### src/rtl/fup_pkg.sv
`default_nettype none
package fup_pkg;

  localparam int DEF_FIELD_BUF_BYTES = 64;
  localparam int LEN_W = 6;

  localparam logic [1:0] KIND_KEY   = 2'd0;
  localparam logic [1:0] KIND_VALUE = 2'd1;
  localparam logic [1:0] KIND_DONE  = 2'd2;
  localparam logic [1:0] KIND_ERROR = 2'd3;

  localparam logic [7:0] CH_EQUAL   = 8'h3D;
  localparam logic [7:0] CH_AMP     = 8'h26;
  localparam logic [7:0] CH_PERCENT = 8'h25;
  localparam logic [7:0] CH_PLUS    = 8'h2B;
  localparam logic [7:0] CH_SPACE   = 8'h20;

  function automatic logic is_hex(input logic [7:0] c);
    is_hex = (c >= 8'h30 && c <= 8'h39) || (c >= 8'h41 && c <= 8'h46) ||
             (c >= 8'h61 && c <= 8'h66);
  endfunction

  function automatic logic [3:0] hex_val(input logic [7:0] c);
    logic [7:0] t;
    if (c >= 8'h30 && c <= 8'h39) begin
      t = c - 8'h30;
    end else if (c >= 8'h41 && c <= 8'h46) begin
      t = c - 8'h37;
    end else begin
      t = c - 8'h57;
    end
    hex_val = t[3:0];
  endfunction

endpackage
`default_nettype wire

### src/rtl/fup_vmem.sv
`default_nettype none
module fup_vmem #(
  parameter int DEPTH = fup_pkg::DEF_FIELD_BUF_BYTES,
  parameter int AW    = $clog2(DEPTH)
) (
  input  wire logic          clk,
  input  wire logic          wr_en,
  input  wire logic [AW-1:0] wr_addr,
  input  wire logic [7:0]    wr_data,
  input  wire logic [AW-1:0] rd_addr,
  output logic      [7:0]    rd_data
);

  logic [7:0] mem [DEPTH];

  always_ff @(posedge clk) begin
    if (wr_en) begin
      mem[wr_addr] <= wr_data;
    end
  end

  always_ff @(posedge clk) begin
    rd_data <= mem[rd_addr];
  end

endmodule
`default_nettype wire

### src/rtl/form_urlencoded_pair_parser.sv
`default_nettype none
// Parses a form body, one byte per input beat, into key=value pairs. Key bytes come
// out one beat each, in the cycle after the byte is taken; value bytes are held in a
// value store and produce nothing until the pair ends on '&' or on a
// value byte marked last. The stored value is then percent-decoded by one sequencer
// that reads the store byte by byte: each plain decoded byte passes S_RD0, S_C0 and
// S_WAIT_VAL, each %hh escape S_RD0, S_C0, S_C1, S_C2 and S_WAIT_VAL, and the closing
// pair-done beat S_DONE and S_WAIT_END, each beat held until out_ready. The block takes
// no new byte while a result is pending or a value is being decoded. After an error
// beat all bytes are dropped until a byte with start_of_body set.
module form_urlencoded_pair_parser #(
  parameter int FIELD_BUF_BYTES = fup_pkg::DEF_FIELD_BUF_BYTES
) (
  input  wire logic                     clk,
  input  wire logic                     rst_n,
  input  wire logic                     in_valid,
  output logic                          in_ready,
  input  wire logic [7:0]               in_body_byte,
  input  wire logic                     in_start_of_body,
  input  wire logic                     in_last_byte,
  output logic                          out_valid,
  input  wire logic                     out_ready,
  output logic [1:0]                    out_kind,
  output logic [7:0]                    out_byte,
  output logic [fup_pkg::LEN_W-1:0]     out_key_length,
  output logic [fup_pkg::LEN_W-1:0]     out_value_length,
  output logic                          out_run_end
);

  localparam int CW = $clog2(FIELD_BUF_BYTES);
  localparam logic [CW-1:0] MAX_CNT = CW'(FIELD_BUF_BYTES - 1);

  typedef enum logic [1:0] {PH_KEY, PH_VALUE, PH_ERROR} phase_t;
  typedef enum logic [2:0] {
    S_IDLE, S_RD0, S_C0, S_C1, S_C2, S_WAIT_VAL, S_DONE, S_WAIT_END
  } state_t;

  state_t        state_r;
  phase_t        phase_r;
  logic [CW-1:0] kc_r;
  logic [CW-1:0] vc_r;
  logic [CW-1:0] i_r;
  logic [CW-1:0] j_r;
  logic [3:0]    h1_r;
  logic          h1ok_r;

  logic                      out_valid_r;
  logic [1:0]                out_kind_r;
  logic [7:0]                out_byte_r;
  logic [fup_pkg::LEN_W-1:0] out_klen_r;
  logic [fup_pkg::LEN_W-1:0] out_vlen_r;
  logic                      out_run_end_r;

  logic          in_fire;
  phase_t        eff_phase;
  logic [CW-1:0] eff_kc;
  logic [CW-1:0] eff_vc;
  logic          mem_we;
  logic [CW-1:0] rd_addr;
  logic [7:0]    rd_data;
  logic          esc_fits;

  assign in_ready  = (state_r == S_IDLE) && !out_valid_r;
  assign in_fire   = in_valid && in_ready;
  assign eff_phase = in_start_of_body ? PH_KEY : phase_r;
  assign eff_kc    = in_start_of_body ? '0 : kc_r;
  assign eff_vc    = in_start_of_body ? '0 : vc_r;
  assign mem_we    = in_fire && (eff_phase == PH_VALUE) &&
                     (in_body_byte != fup_pkg::CH_AMP) &&
                     (in_body_byte != fup_pkg::CH_EQUAL) && (eff_vc < MAX_CNT);
  assign esc_fits  = ((CW + 1)'(i_r) + (CW + 1)'(2)) < (CW + 1)'(vc_r);

  always_comb begin
    case (state_r)
      S_C0:    rd_addr = i_r + CW'(1);
      S_C1:    rd_addr = i_r + CW'(2);
      default: rd_addr = i_r;
    endcase
  end

  fup_vmem #(
    .DEPTH (FIELD_BUF_BYTES),
    .AW    (CW)
  ) u_vmem (
    .clk     (clk),
    .wr_en   (mem_we),
    .wr_addr (eff_vc),
    .wr_data (in_body_byte),
    .rd_addr (rd_addr),
    .rd_data (rd_data)
  );

  always_ff @(posedge clk) begin
    if (!rst_n) begin
      state_r     <= S_IDLE;
      phase_r     <= PH_KEY;
      kc_r        <= '0;
      vc_r        <= '0;
      i_r         <= '0;
      j_r         <= '0;
      out_valid_r <= 1'b0;
    end else begin
      case (state_r)
        S_IDLE: begin
          if (in_fire) begin
            kc_r          <= eff_kc;
            vc_r          <= eff_vc;
            phase_r       <= eff_phase;
            i_r           <= '0;
            j_r           <= '0;
            out_byte_r    <= '0;
            out_klen_r    <= '0;
            out_vlen_r    <= '0;
            out_run_end_r <= 1'b1;
            out_kind_r    <= fup_pkg::KIND_ERROR;
            case (eff_phase)
              PH_KEY: begin
                if (in_body_byte == fup_pkg::CH_EQUAL) begin
                  phase_r <= PH_VALUE;
                end else if (in_body_byte != fup_pkg::CH_AMP && eff_kc < MAX_CNT) begin
                  kc_r        <= eff_kc + CW'(1);
                  out_kind_r  <= fup_pkg::KIND_KEY;
                  out_byte_r  <= in_body_byte;
                  out_valid_r <= 1'b1;
                  state_r     <= S_WAIT_END;
                end else begin
                  phase_r     <= PH_ERROR;
                  out_valid_r <= 1'b1;
                  state_r     <= S_WAIT_END;
                end
              end
              PH_VALUE: begin
                if (in_body_byte == fup_pkg::CH_AMP) begin
                  state_r <= (eff_vc == '0) ? S_DONE : S_RD0;
                end else if (in_body_byte != fup_pkg::CH_EQUAL && eff_vc < MAX_CNT) begin
                  vc_r <= eff_vc + CW'(1);
                  if (in_last_byte) begin
                    state_r <= S_RD0;
                  end
                end else begin
                  phase_r     <= PH_ERROR;
                  out_valid_r <= 1'b1;
                  state_r     <= S_WAIT_END;
                end
              end
              default: begin
              end
            endcase
          end
        end
        S_RD0: begin
          state_r <= S_C0;
        end
        S_C0: begin
          if (rd_data == fup_pkg::CH_PERCENT && esc_fits) begin
            state_r <= S_C1;
          end else begin
            out_kind_r    <= fup_pkg::KIND_VALUE;
            out_byte_r    <= (rd_data == fup_pkg::CH_PLUS) ? fup_pkg::CH_SPACE : rd_data;
            out_klen_r    <= '0;
            out_vlen_r    <= '0;
            out_run_end_r <= 1'b0;
            out_valid_r   <= 1'b1;
            i_r           <= i_r + CW'(1);
            j_r           <= j_r + CW'(1);
            state_r       <= S_WAIT_VAL;
          end
        end
        S_C1: begin
          h1_r    <= fup_pkg::hex_val(rd_data);
          h1ok_r  <= fup_pkg::is_hex(rd_data);
          state_r <= S_C2;
        end
        S_C2: begin
          out_kind_r    <= fup_pkg::KIND_VALUE;
          out_klen_r    <= '0;
          out_vlen_r    <= '0;
          out_run_end_r <= 1'b0;
          out_valid_r   <= 1'b1;
          j_r           <= j_r + CW'(1);
          if (h1ok_r && fup_pkg::is_hex(rd_data)) begin
            out_byte_r <= {h1_r, fup_pkg::hex_val(rd_data)};
            i_r        <= i_r + CW'(3);
          end else begin
            out_byte_r <= fup_pkg::CH_PERCENT;
            i_r        <= i_r + CW'(1);
          end
          state_r <= S_WAIT_VAL;
        end
        S_WAIT_VAL: begin
          if (out_ready) begin
            out_valid_r <= 1'b0;
            state_r     <= (i_r < vc_r) ? S_RD0 : S_DONE;
          end
        end
        S_DONE: begin
          out_kind_r    <= fup_pkg::KIND_DONE;
          out_byte_r    <= '0;
          out_klen_r    <= fup_pkg::LEN_W'(kc_r);
          out_vlen_r    <= fup_pkg::LEN_W'(j_r);
          out_run_end_r <= 1'b1;
          out_valid_r   <= 1'b1;
          phase_r       <= PH_KEY;
          kc_r          <= '0;
          vc_r          <= '0;
          state_r       <= S_WAIT_END;
        end
        S_WAIT_END: begin
          if (out_ready) begin
            out_valid_r <= 1'b0;
            state_r     <= S_IDLE;
          end
        end
        default: begin
          state_r <= S_IDLE;
        end
      endcase
    end
  end

  assign out_valid        = out_valid_r;
  assign out_kind         = out_kind_r;
  assign out_byte         = out_byte_r;
  assign out_key_length   = out_klen_r;
  assign out_value_length = out_vlen_r;
  assign out_run_end      = out_run_end_r;

`ifndef SYNTHESIS
  a_ready_idle: assert property (@(posedge clk) disable iff (!rst_n)
    in_ready |-> !out_valid)
    else $error("input ready while a result is pending");
  a_done_ends_run: assert property (@(posedge clk) disable iff (!rst_n)
    out_valid && (out_kind == fup_pkg::KIND_DONE || out_kind == fup_pkg::KIND_ERROR)
      |-> out_run_end && out_byte == 8'd0)
    else $error("pair done or error beat malformed");
  a_value_not_end: assert property (@(posedge clk) disable iff (!rst_n)
    out_valid && out_kind == fup_pkg::KIND_VALUE |-> !out_run_end)
    else $error("value byte marked as end of run");
  a_value_then_more: assert property (@(posedge clk) disable iff (!rst_n)
    out_valid && out_ready && out_kind == fup_pkg::KIND_VALUE |=> !in_ready)
    else $error("input taken before the pair done beat");
`endif

endmodule
`default_nettype wire
### config.mk
export PLATFORM = sky130hd
export DESIGN_NAME = form_urlencoded_pair_parser
export DESIGN_NICKNAME = d
export VERILOG_FILES = /design/src/rtl/fup_pkg.sv /design/src/rtl/fup_vmem.sv /design/src/rtl/form_urlencoded_pair_parser.sv
export SDC_FILE = /design/constraint.sdc
export NUM_CORES = 1
export LEC_CHECK = 0
export ABC_AREA = 1
export BUFFER_PORTS_ARGS = -buffer_cell sky130_fd_sc_hd__clkbuf_2
export CAP_MARGIN = 20
export CORE_ASPECT_RATIO = 0.5
export CORE_MARGIN = 10
export CORE_UTILIZATION = 60
export DETAILED_ROUTE_END_ITERATION = 10
export GPL_ROUTABILITY_DRIVEN = 0
export GPL_TIMING_DRIVEN = 0
export HOLD_SLACK_MARGIN = 0.06
export PLACE_DENSITY = 0.78
export SLEW_MARGIN = 30
export SYNTH_ARGS = -nofsm -noshare
export SYNTH_HDL_FRONTEND = slang
export SYNTH_SLANG_ARGS = --single-unit
### constraint.sdc
create_clock -name clk -period 4.8 [get_ports clk]
set_clock_uncertainty 0.2 [all_clocks]
set_input_delay 0.24 -clock clk [delete_from_list [all_inputs] [get_ports clk]]
set_output_delay 0.24 -clock clk [all_outputs]
set_load 0.005 [all_outputs]
Word-level counts from Yosys, hierarchy flattened

Memory sizes are Yosys's and may differ from the RTL's. A register that Yosys moved wholly into a read port is not among the register bits.
Cells that the tools add are included.

Add/sub/neg operators: 10
$mul: 0
Div/mod/pow operators: 0
Magnitude comparators: 10
Equality and inequality tests: 24
Shift operators: 0
Multiplexer cells: 71
Bitwise operators: 0
Reductions and logical operators: 31

Operator list:

| kind                | number |
|---|---|
| $mux 6              | 15 |
| $mux 8              | 7 |
| $pmux 6 s4          | 2 |
| $pmux 6 s2          | 3 |
| $pmux 6 s3          | 2 |
| $eq 8x6->1 const B  | 4 |
| $pmux 8 s4          | 1 |
| $mux 3              | 10 |
| $add 6x1->6 const B | 4 |
| $pmux 3 s8          | 1 |
| $mux 2              | 11 |
| $ge 8x7->1 const B  | 2 |
| $le 8x7->1 const B  | 2 |
| $ne 8x6->1 const B  | 2 |
| $logic_and 1x1->1   | 13 |
| $add 6x2->6 const B | 2 |
| $eq 3x3->1 const B  | 4 |
| $lt 6x6->1 const B  | 2 |
| $mux 1              | 10 |
| $ne 3x3->1 const B  | 3 |
| $ge 8x6->1 const B  | 1 |
| $le 8x6->1 const B  | 1 |
| $mux 4              | 2 |
| $ne 2x2->1 const B  | 4 |
| other kinds (30)    | 38 |

Register bits after elaboration: 58
Bits in latches: 0
Bits in writable memories: 512
Memory bits (read-only): 0
Input bits: 14
Output and inout bits: 25
Word-level logic and storage cells: 161
Memories kept: 1

Memories:

| memory     | words | bits a word | read ports | clocked after memory_dff | write ports | RTL line       | source |
|---|---|---|---|---|---|---|---|
| u_vmem.mem | 64    | 8           | 1          | 1                        | 1           | fup_vmem.sv:14 | `logic [7:0] mem [DEPTH];` |

Depth between registers and ports, before layout

Gate-level depths: netlist of the first run.

Depth in word-level cells: 9
Gate-level depth with buffers: 16
Mapped depth without buffers: 14

Hierarchy

A second synthesis of the first run with hierarchy kept.

Cell total of the unflattened synthesis: 2399
Area, all modules: 25298.0 µm²

Modules (own cells, without submodules):

| module                      | times used | cells each | area each (µm²) | seq. area each (µm²) |
|---|---|---|---|---|
| fup_vmem                    | 1          | 1822       | 21291.7         | 15534.9 |
| form_urlencoded_pair_parser | 1          | 577        | 4006.3          | 1441.4 |

Worst setup path after synthesis of the first run

Ideal clock, no wire load.

Kind: reg-to-reg
From: register i_r[1]
To: register out_byte_r[0], in the netlist out_byte[0] (enable)
Library setup time: 403 ps
Arrival: 2689 ps
Required time: 4197 ps
Setup slack: 1509 ps
Stages on the path, launching flop included: 13
Buffers on the path: 0
Clock period less this slack: 3291 ps
Cells stage by stage: dfxtp_1 inv_1 ha_1 inv_1 ha_1 nand2_1 o21ai_0 nand3_1 nand2_1 nand2_1 nand3_1 nand3_1 nor2_1

Longest elaborated chain between the ends: 5

Ends and longest elaborated chain:

| item                       | RTL line                           | source |
|---|---|---|
| start: declaration         | form_urlencoded_pair_parser.sv:42  | `logic [CW-1:0] i_r;` |
| start signal: assignment   | form_urlencoded_pair_parser.sv:164 | `i_r <= i_r + CW'(1);` |
| start signal: assignment   | form_urlencoded_pair_parser.sv:183 | `i_r <= i_r + CW'(3);` |
| start signal: assignment   | form_urlencoded_pair_parser.sv:186 | `i_r <= i_r + CW'(1);` |
| $add 6x2->7                | form_urlencoded_pair_parser.sv:71  | `assign esc_fits = ((CW + 1)'(i_r) + (CW + 1)'(2)) < (CW + 1)'(vc_r);` |
| $lt 7x6->1                 | form_urlencoded_pair_parser.sv:71  |  |
| $logic_and 1x1->1          | form_urlencoded_pair_parser.sv:155 | `if (rd_data == fup_pkg::CH_PERCENT && esc_fits) begin` |
| $ne 2x2->1 (no line)       | --                                 |  |
| $reduce_and 4->1 (no line) | --                                 |  |
| end signal: assignment     | form_urlencoded_pair_parser.sv:159 | `out_byte_r <= (rd_data == fup_pkg::CH_PLUS) ? fup_pkg::CH_SPACE : rd_data;` |
| end signal: assignment     | form_urlencoded_pair_parser.sv:182 | `out_byte_r <= {h1_r, fup_pkg::hex_val(rd_data)};` |
| end signal: assignment     | form_urlencoded_pair_parser.sv:185 | `out_byte_r <= fup_pkg::CH_PERCENT;` |
| end: declaration           | form_urlencoded_pair_parser.sv:49  | `logic [7:0] out_byte_r;` |

Every way passes these cells.
A chain may end at the register's enable or synchronous reset.

Worst setup path in the final report of the first run

From: input port in_body_byte[5]
To: memory u_vmem.mem[38][2] (enable)

Longest elaborated chain between the ends: 6
Elaborated cells on any way between the ends: 7
Classes of those cells: 2 x eq/ne; 2 x mux; 3 x reduce/logical

Ends and longest elaborated chain:

| item                             | RTL line                          | source |
|---|---|---|
| start: declaration               | form_urlencoded_pair_parser.sv:18 | `input wire logic [7:0] in_body_byte,` |
| $ne 8x6->1                       | form_urlencoded_pair_parser.sv:69 | `(in_body_byte != fup_pkg::CH_AMP) &&` |
| $logic_and 1x1->1                | form_urlencoded_pair_parser.sv:68 | `assign mem_we = in_fire && (eff_phase == PH_VALUE) &&` |
| $logic_and 1x1->1 (*)            | form_urlencoded_pair_parser.sv:69 |  |
| $logic_and 1x1->1 (*)            | form_urlencoded_pair_parser.sv:70 | `(in_body_byte != fup_pkg::CH_EQUAL) && (eff_vc < MAX_CNT);` |
| $mux 1 (*)                       | fup_vmem.sv:17                    | `if (wr_en) begin` |
| $mux 1 (implied by the code) (*) | fup_vmem.sv:18                    | `mem[wr_addr] <= wr_data;` |
| end: declaration                 | fup_vmem.sv:14                    |  |

Every way passes the cells marked *; elsewhere a longest branch is shown, timed or not.

==> results of run 1 <==
state kept, by name, indices dropped and copies added, names as in the netlist:
register / flops
out_key_length: 6
out_byte: 8
u_vmem.rd_data: 8
j_r: 6
phase_r: 2
out_valid: 1
vc_r: 6
kc_r: 6
out_value_length: 6
h1ok_r: 1
u_vmem.mem: 512
out_kind: 2
out_run_end: 1
state_r: 3
h1_r: 4
i_r: 6
per-layer routing:
layer	share of wire, %	track usage [%]	up-vias
li1	-	-	9129
met1	38	35.63	9494
met2	44	41.97	1468
met3	14	6.947	246
met4	4.1	10.17	2
met5	0.055	0	-
layout make-up:
class                      instances  share of cell area (%)
sequential                       578                   57.96
multi-input combinational       1565                   24.92
inverter                         441                   5.660
clock buffer                      74                   4.865
tap                              588                   2.512
buffer                           126                   2.140
timing repair buffer              57                   1.709
clock inverter                    14                  0.2392
cells by family after synthesis:
family	Yosys count
and+or+nand+nor	1452
DFF	578
buffers and inverters	567
AOI/OAI and AO/OA	76
adders and majority gates	22
xor gates and xnor gates	15
path summary, 6_finish.rpt:
| kind | startpoint | to | depth (start not counted) |
|---|---|---|---|
| max | in_body_byte[5] | u_vmem.mem[38][2] | 12 |
| min reg2reg | kc_r[0] | kc_r[0] | 2 |
| min | in_last_byte | state_r[0] | 6 |
| max reg2reg | vc_r[1] | u_vmem.mem[38][2] | 12 |
worst register-to-register path, delay by kind of cell, from the launching register on:
kind / cells / cell delay, ns
adder cells (fa/ha/maj): 1 / 0.22
flip-flops: 1 / 0.33
buffers and inverters: 2 / 0.22
AND/OR/NAND/NOR: 9 / 2.42
what timing repair did:
action,CTS,global route
setup endpoints to repair,0,0
gates resized for setup,0,0
hold buffers,10,0
endpoints found under the hold margin,146,0
placed cells by master, fill, tap and decap left out, drive strengths merged, types with 10 or more instances in the layout:
cell type	instances
nand2	684
edfxtp	540
nand3	498
inv	442
nor2	167
clkbuf	141
buf	106
nand3b	72
dfxtp	38
a21oi	35
o21ai	29
ha	22
nand4	15
xor2	14
clkinv	13
nor3	12
dlygate4sd3	10
power by group:
part | switching [µW] | internal (µW) | leakage, µW
clock | 1790 | 2050 | 0.000731
sequential | 120 | 5710 | 0.00518
combinational | 4990 | 1910 | 0.00623
total | 6900 | 9670 | 0.0121
through the flow:
step / cell area, µm² / setup TNS [ns]
CTS: 29290 / 0
finish: 29290 / 0
detailed placement: 27700 / 0
global route: 29290 / 0
global placement: 27480 / -1.422
floorplan: 26550 / 0
==> results.json, run 1 <==
{
  "slew_headroom_pct": 34.49,
  "muxShareOfSynthArea_pct": 0,
  "antenna_found_initial": 0,
  "hp-class": "in -> reg",
  "arrival_ns": 4.11,
  "grt_max_degree": 49,
  "via_per_inst": 5.907,
  "start_util_pct": 60.84,
  "gr-total-overflow": 0,
  "synthXorXnorAreaFrac_pct": 0.4948,
  "p_leak_uw": 0.01214,
  "async_flop_share_pct": 0,
  "drt_wl_total_mm": 74.33,
  "area_growth_pct": 10.31,
  "crit_top_cell": "nor2_1",
  "die_w_um": 317.5,
  "core_area_um2": 43650,
  "regArea_um2": 16980,
  "final_cell_count_no_fill": 3443,
  "wl_per_cell_um": 21.59,
  "synth-seq-area-share_pct": 63.93,
  "synth_flop_cell": "edfxtp_1",
  "synth-edff-count": 540,
  "dp.cells": 3345,
  "die-area_um2": 53580,
  "synth_most_common_cell": "nand2_1",
  "io_pins": 39,
  "grt_setup_unrepaired": "no",
  "route.detailed.drc": 0,
  "worst_pin_slew_ns": 0.9798,
  "yosysWarnings": 0,
  "worstSetupEndpointType": "flip-flop",
  "antenna_cells": 0,
  "multi_input_area_um2": 7300,
  "yosys.area_share.simple_pct": 24.38,
  "synth.largest_area_cell": "edfxtp_1",
  "crit_buf_inv": 5,
  "cp_top_family": "simple AND/OR/NAND/NOR gates",
  "reg2reg_slack_ns": 1.03,
  "drt_pass1_iterations": 6,
  "finalMaxSlewViolations": 0,
  "syn_area_um2": 26550,
  "grt_usage_pct": 26.76,
  "cellPowerDensity_nw_per_um2": 565.6,
  "timing.fmax_mhz": 244.7,
  "cts_buffers": 50,
  "synth_top_family_by_area": "simple AND/OR/NAND/NOR gates",
  "clock_sinks": 578,
  "setup_viol": 0,
  "die_h_um": 168.8,
  "hpwl_mm": 50.16,
  "dp_worst_setup_slack_ns": 0.6845,
  "final_core_util_pct": 67.11,
  "fin_nets": 2855,
  "critPathKind": "in -> reg",
  "portBuffers": 38,
  "yosys-top-cells-area": "edfxtp_1 (61%), nand2_1 (9.6%), nand3_1 (9.3%)",
  "synthCells": 2710,
  "finalCritPeriodShare_pct": 85.14,
  "cts_setup_buffers": 0,
  "cp_cell_sequence": "dlygate4sd3_1 -> clkbuf_4 -> buf_16 -> inv_1 -> nor2_1 -> nand4_1 -> nand2_1 -> nor2_4 -> inv_2 -> nor2_1 -> nand3_1 -> nor2_1",
  "vias": 20339,
  "drt_iter0_drc": 3410,
  "clock_latency_ns": 0.59,
  "grt_pass1_vias": 19322,
  "cp_max_fo": 47,
  "whs_ns": 0.08262,
  "cts_tree": "built",
  "syn_nets": 2746,
  "root_buffer": "clkbuf_16",
  "synth_compound_area_share_pct": 1.555,
  "drive_gt1_share_pct": 7.986,
  "ys_types": 40,
  "n_fill_cell": 3230,
  "ys_ff_latch": 578,
  "cts_buffer_depth": 3,
  "outcome": "finished clean",
  "startpoint_type": "input pin",
  "crit_path_max_incr_delay_ns": 0.91,
  "finalCriticalPeriod_ns": 4.087,
  "synth_fa_ha_area_share_pct": 1.037,
  "cts.clk_slew.worst_paths_ns": 0.06,
  "ant_nets": 0,
  "fp-row-count": 54,
  "layout_setup_ws_ns": 0.7131,
  "synth_top_area_share_pct": 61.07,
  "drv_cap": 0,
  "finalPower_uw": 16570,
  "ir_drop_uv": 433.8,
  "synth.top_cells.by_count": "nand2_1 (681), edfxtp_1 (540), nand3_1 (496)",
  "h-tree-depth": 2,
  "grt_pass1_wl_mm": 110.7,
  "cp_slowest_cell": "nor2_1",
  "syn_area_per_cell_um2": 9.798,
  "hold_viol": 0,
  "critPathRequiredTime_ns": 4.82
}
No activity file was read; power rests on OpenSTA's default activity.
==> run 2, diff against run 1 <==
--- a/config.mk
+++ b/config.mk
@@ -9,8 +9,7 @@
 export BUFFER_PORTS_ARGS = -buffer_cell sky130_fd_sc_hd__clkbuf_2
 export CAP_MARGIN = 20
 export CORE_ASPECT_RATIO = 0.5
-export CORE_MARGIN = 10
-export CORE_UTILIZATION = 60
+export CORE_UTILIZATION = 57
 export DETAILED_ROUTE_END_ITERATION = 10
 export GPL_ROUTABILITY_DRIVEN = 0
 export GPL_TIMING_DRIVEN = 0
==> constraint.sdc (replaced) <==
create_clock -name clk -period 3.75 [get_ports clk]
set_clock_uncertainty 0.2 [all_clocks]
set_input_delay 0.1875 -clock clk [delete_from_list [all_inputs] [get_ports clk]]
set_output_delay 0.1875 -clock clk [all_outputs]
set_load 0.005 [all_outputs]
==> run 2 against run 1 <==
  * Register-to-register slack worse by 0.91 ns
  * Combinational power is 30% higher
  * Critical endpoint is now u_vmem.mem[46][3]
  * Sequential share of layout area is 0.34 points lower
  * First-iteration DRC count is 14% lower
==> results.json, run 2 (synthesized netlist as in run 1, its figures left out) <==
{
  "start_util_pct": 58.29,
  "crit_path_max_incr_delay_ns": 0.84,
  "io_pins": 39,
  "root_buffer": "clkbuf_16",
  "area_growth_pct": 10.97,
  "arrival_ns": 3.73,
  "crit_top_cell": "nor2_1",
  "drt_iter0_drc": 2927,
  "gr-total-overflow": 0,
  "clock_latency_ns": 0.60,
  "fp-row-count": 55,
  "finalPower_uw": 21470,
  "power_frac_comb_pct": 41.7,
  "drt_wl_total_mm": 72.47,
  "hold_viol": 0,
  "top_register": "u_vmem.mem",
  "die_h_um": 154.6,
  "grt_max_degree": 50,
  "ant_nets": 0,
  "worstSetupEndpointType": "flip-flop",
  "cts_buffers": 49,
  "core_area_um2": 45560,
  "finalMaxSlewViolations": 0,
  "p_clk_share_pct": 23.5,
  "hold_path_depth": 1,
  "hp-class": "in -> reg",
  "critPathKind": "in -> reg",
  "multi_input_area_um2": 7302,
  "antenna_found_initial": 2,
  "via_per_inst": 5.697,
  "cellPowerDensity_nw_per_um2": 728.5,
  "drive_gt1_share_pct": 8.325,
  "die_w_um": 307.2,
  "hpwl_mm": 49.56,
  "timing.fmax_mhz": 268.9,
  "finalCritPeriodShare_pct": 99.16,
  "p_seq_share_pct": 34.8,
  "fin_nets": 2858,
  "internal_power_uw": 12530,
  "grt_pass1_wl_mm": 108.8,
  "critPathLaunch": "in_body_byte[3]",
  "drt_pass1_iterations": 6,
  "portBuffers": 38,
  "min_from": "in_body_byte[0]",
  "wl_per_cell_um": 20.79,
  "swShare_pct": 41.62,
  "clock_sinks": 578,
  "cts.clk_slew.worst_paths_ns": 0.07,
  "finalCriticalPeriod_ns": 3.719,
  "largest_reg_flops": 512,
  "antenna_cells": 0,
  "outcome": "finished clean",
  "ir_drop_uv": 624.9,
  "cp_slowest_cell": "nor2_1",
  "critPathRequiredTime_ns": 3.76,
  "final_common_cell": "nand2_1",
  "startpoint_type": "input pin",
  "die-area_um2": 47500,
  "cp_max_fo": 32,
  "grt_setup_unrepaired": "yes",
  "reg2reg_depth": 12,
  "layout_common_cells": "nand2_1 (681), edfxtp_1 (540), nand3_1 (496), inv_1 (429), nor2_1 (161)",
  "grt_pass1_vias": 18255,
  "worst_pin_slew_ns": 0.9172,
  "n_fill_cell": 3412,
  "grt_usage_pct": 30.80,
  "route.detailed.drc": 0,
  "worstReg2RegStart": "vc_r[1]",
  "cp_cell_sequence": "dlygate4sd3_1 -> clkbuf_4 -> nor2_1 -> nand4_1 -> nand2_1 -> nor2_4 -> inv_2 -> nor2_1 -> nand3_1 -> nor2_1",
  "regArea_um2": 16980,
  "slew_headroom_pct": 38.70,
  "p_leak_uw": 0.01220,
  "cts_tree": "built",
  "cts_buffer_depth": 3,
  "vias": 19861,
  "p_switching_uw": 8934,
  "dp.cells": 3384,
  "setup_viol": 0,
  "final_cell_count_no_fill": 3486,
  "h-tree-depth": 2,
  "drv_cap": 0
}
-- run 2: timing repair --
action	in CTS	in global routing
buffers inserted	0	0
resized for setup	0	1
endpoints found under the hold margin	154	0
hold buffers	14	0
setup endpoints to repair	0	64
-- run 2: path summary, 6_finish.rpt --
kind | end | slack (ns)
min reg2reg | kc_r[4] | 0.27
max reg2reg | u_vmem.mem[46][3] | 0.12
min | u_vmem.mem[52][0] | 0.07
max | u_vmem.mem[46][3] | 0.03
-- run 2: stage by stage --
stage                     worst slack (ns)  instance area [µm²]  hold WS (ns)  utilization [%]  TNS, ns
after floorplan                     0.4588                26550       0.08637                -        0
after detailed placement           -0.1651                27760        0.2600            60.93   -7.190
after global placement             -0.8904                27530        0.2541            60.43  -321.31
after CTS                           0.1139                29460       0.07054            64.68        0
after global routing               -0.1309                29470       0.08380            64.68   -4.099
final                              0.03142                29470       0.07239            64.68        0
-- run 2: power groups by stage --
stage	registers, µW	clock network (µW)	logic, µW
floorplan	7560	0	5310
global placement	7600	0	8240
detailed placement	7590	0	8490
CTS	7450	5030	8570
global route	7470	5250	9480
finish	7460	5050	8950
-- run 2: layout make-up --
class,instances,area share [%]
clock buffer,65,4.611
tap,627,2.662
buffer,126,2.127
inverter,441,5.626
multi-input combinational,1565,24.78
sequential,578,57.61
timing repair buffer,61,1.945
clock inverter,23,0.6369
-- run 2: critical path: cells and delay by family --
kind	cells	cell delay, ns
simple gates	7	2.44
buf+inv	3	1.06
-- run 2: layer usage --
metal	share of wire [%]	vias to the layer above	GRT usage, %	routed length [µm]
met1	38	9163	43.63	27810
li1	-	9136	-	-
met2	43	1355	46.83	31480
met4	4.0	2	10.97	2880
met3	14	205	7.262	10250
met5	0.061	-	0	44
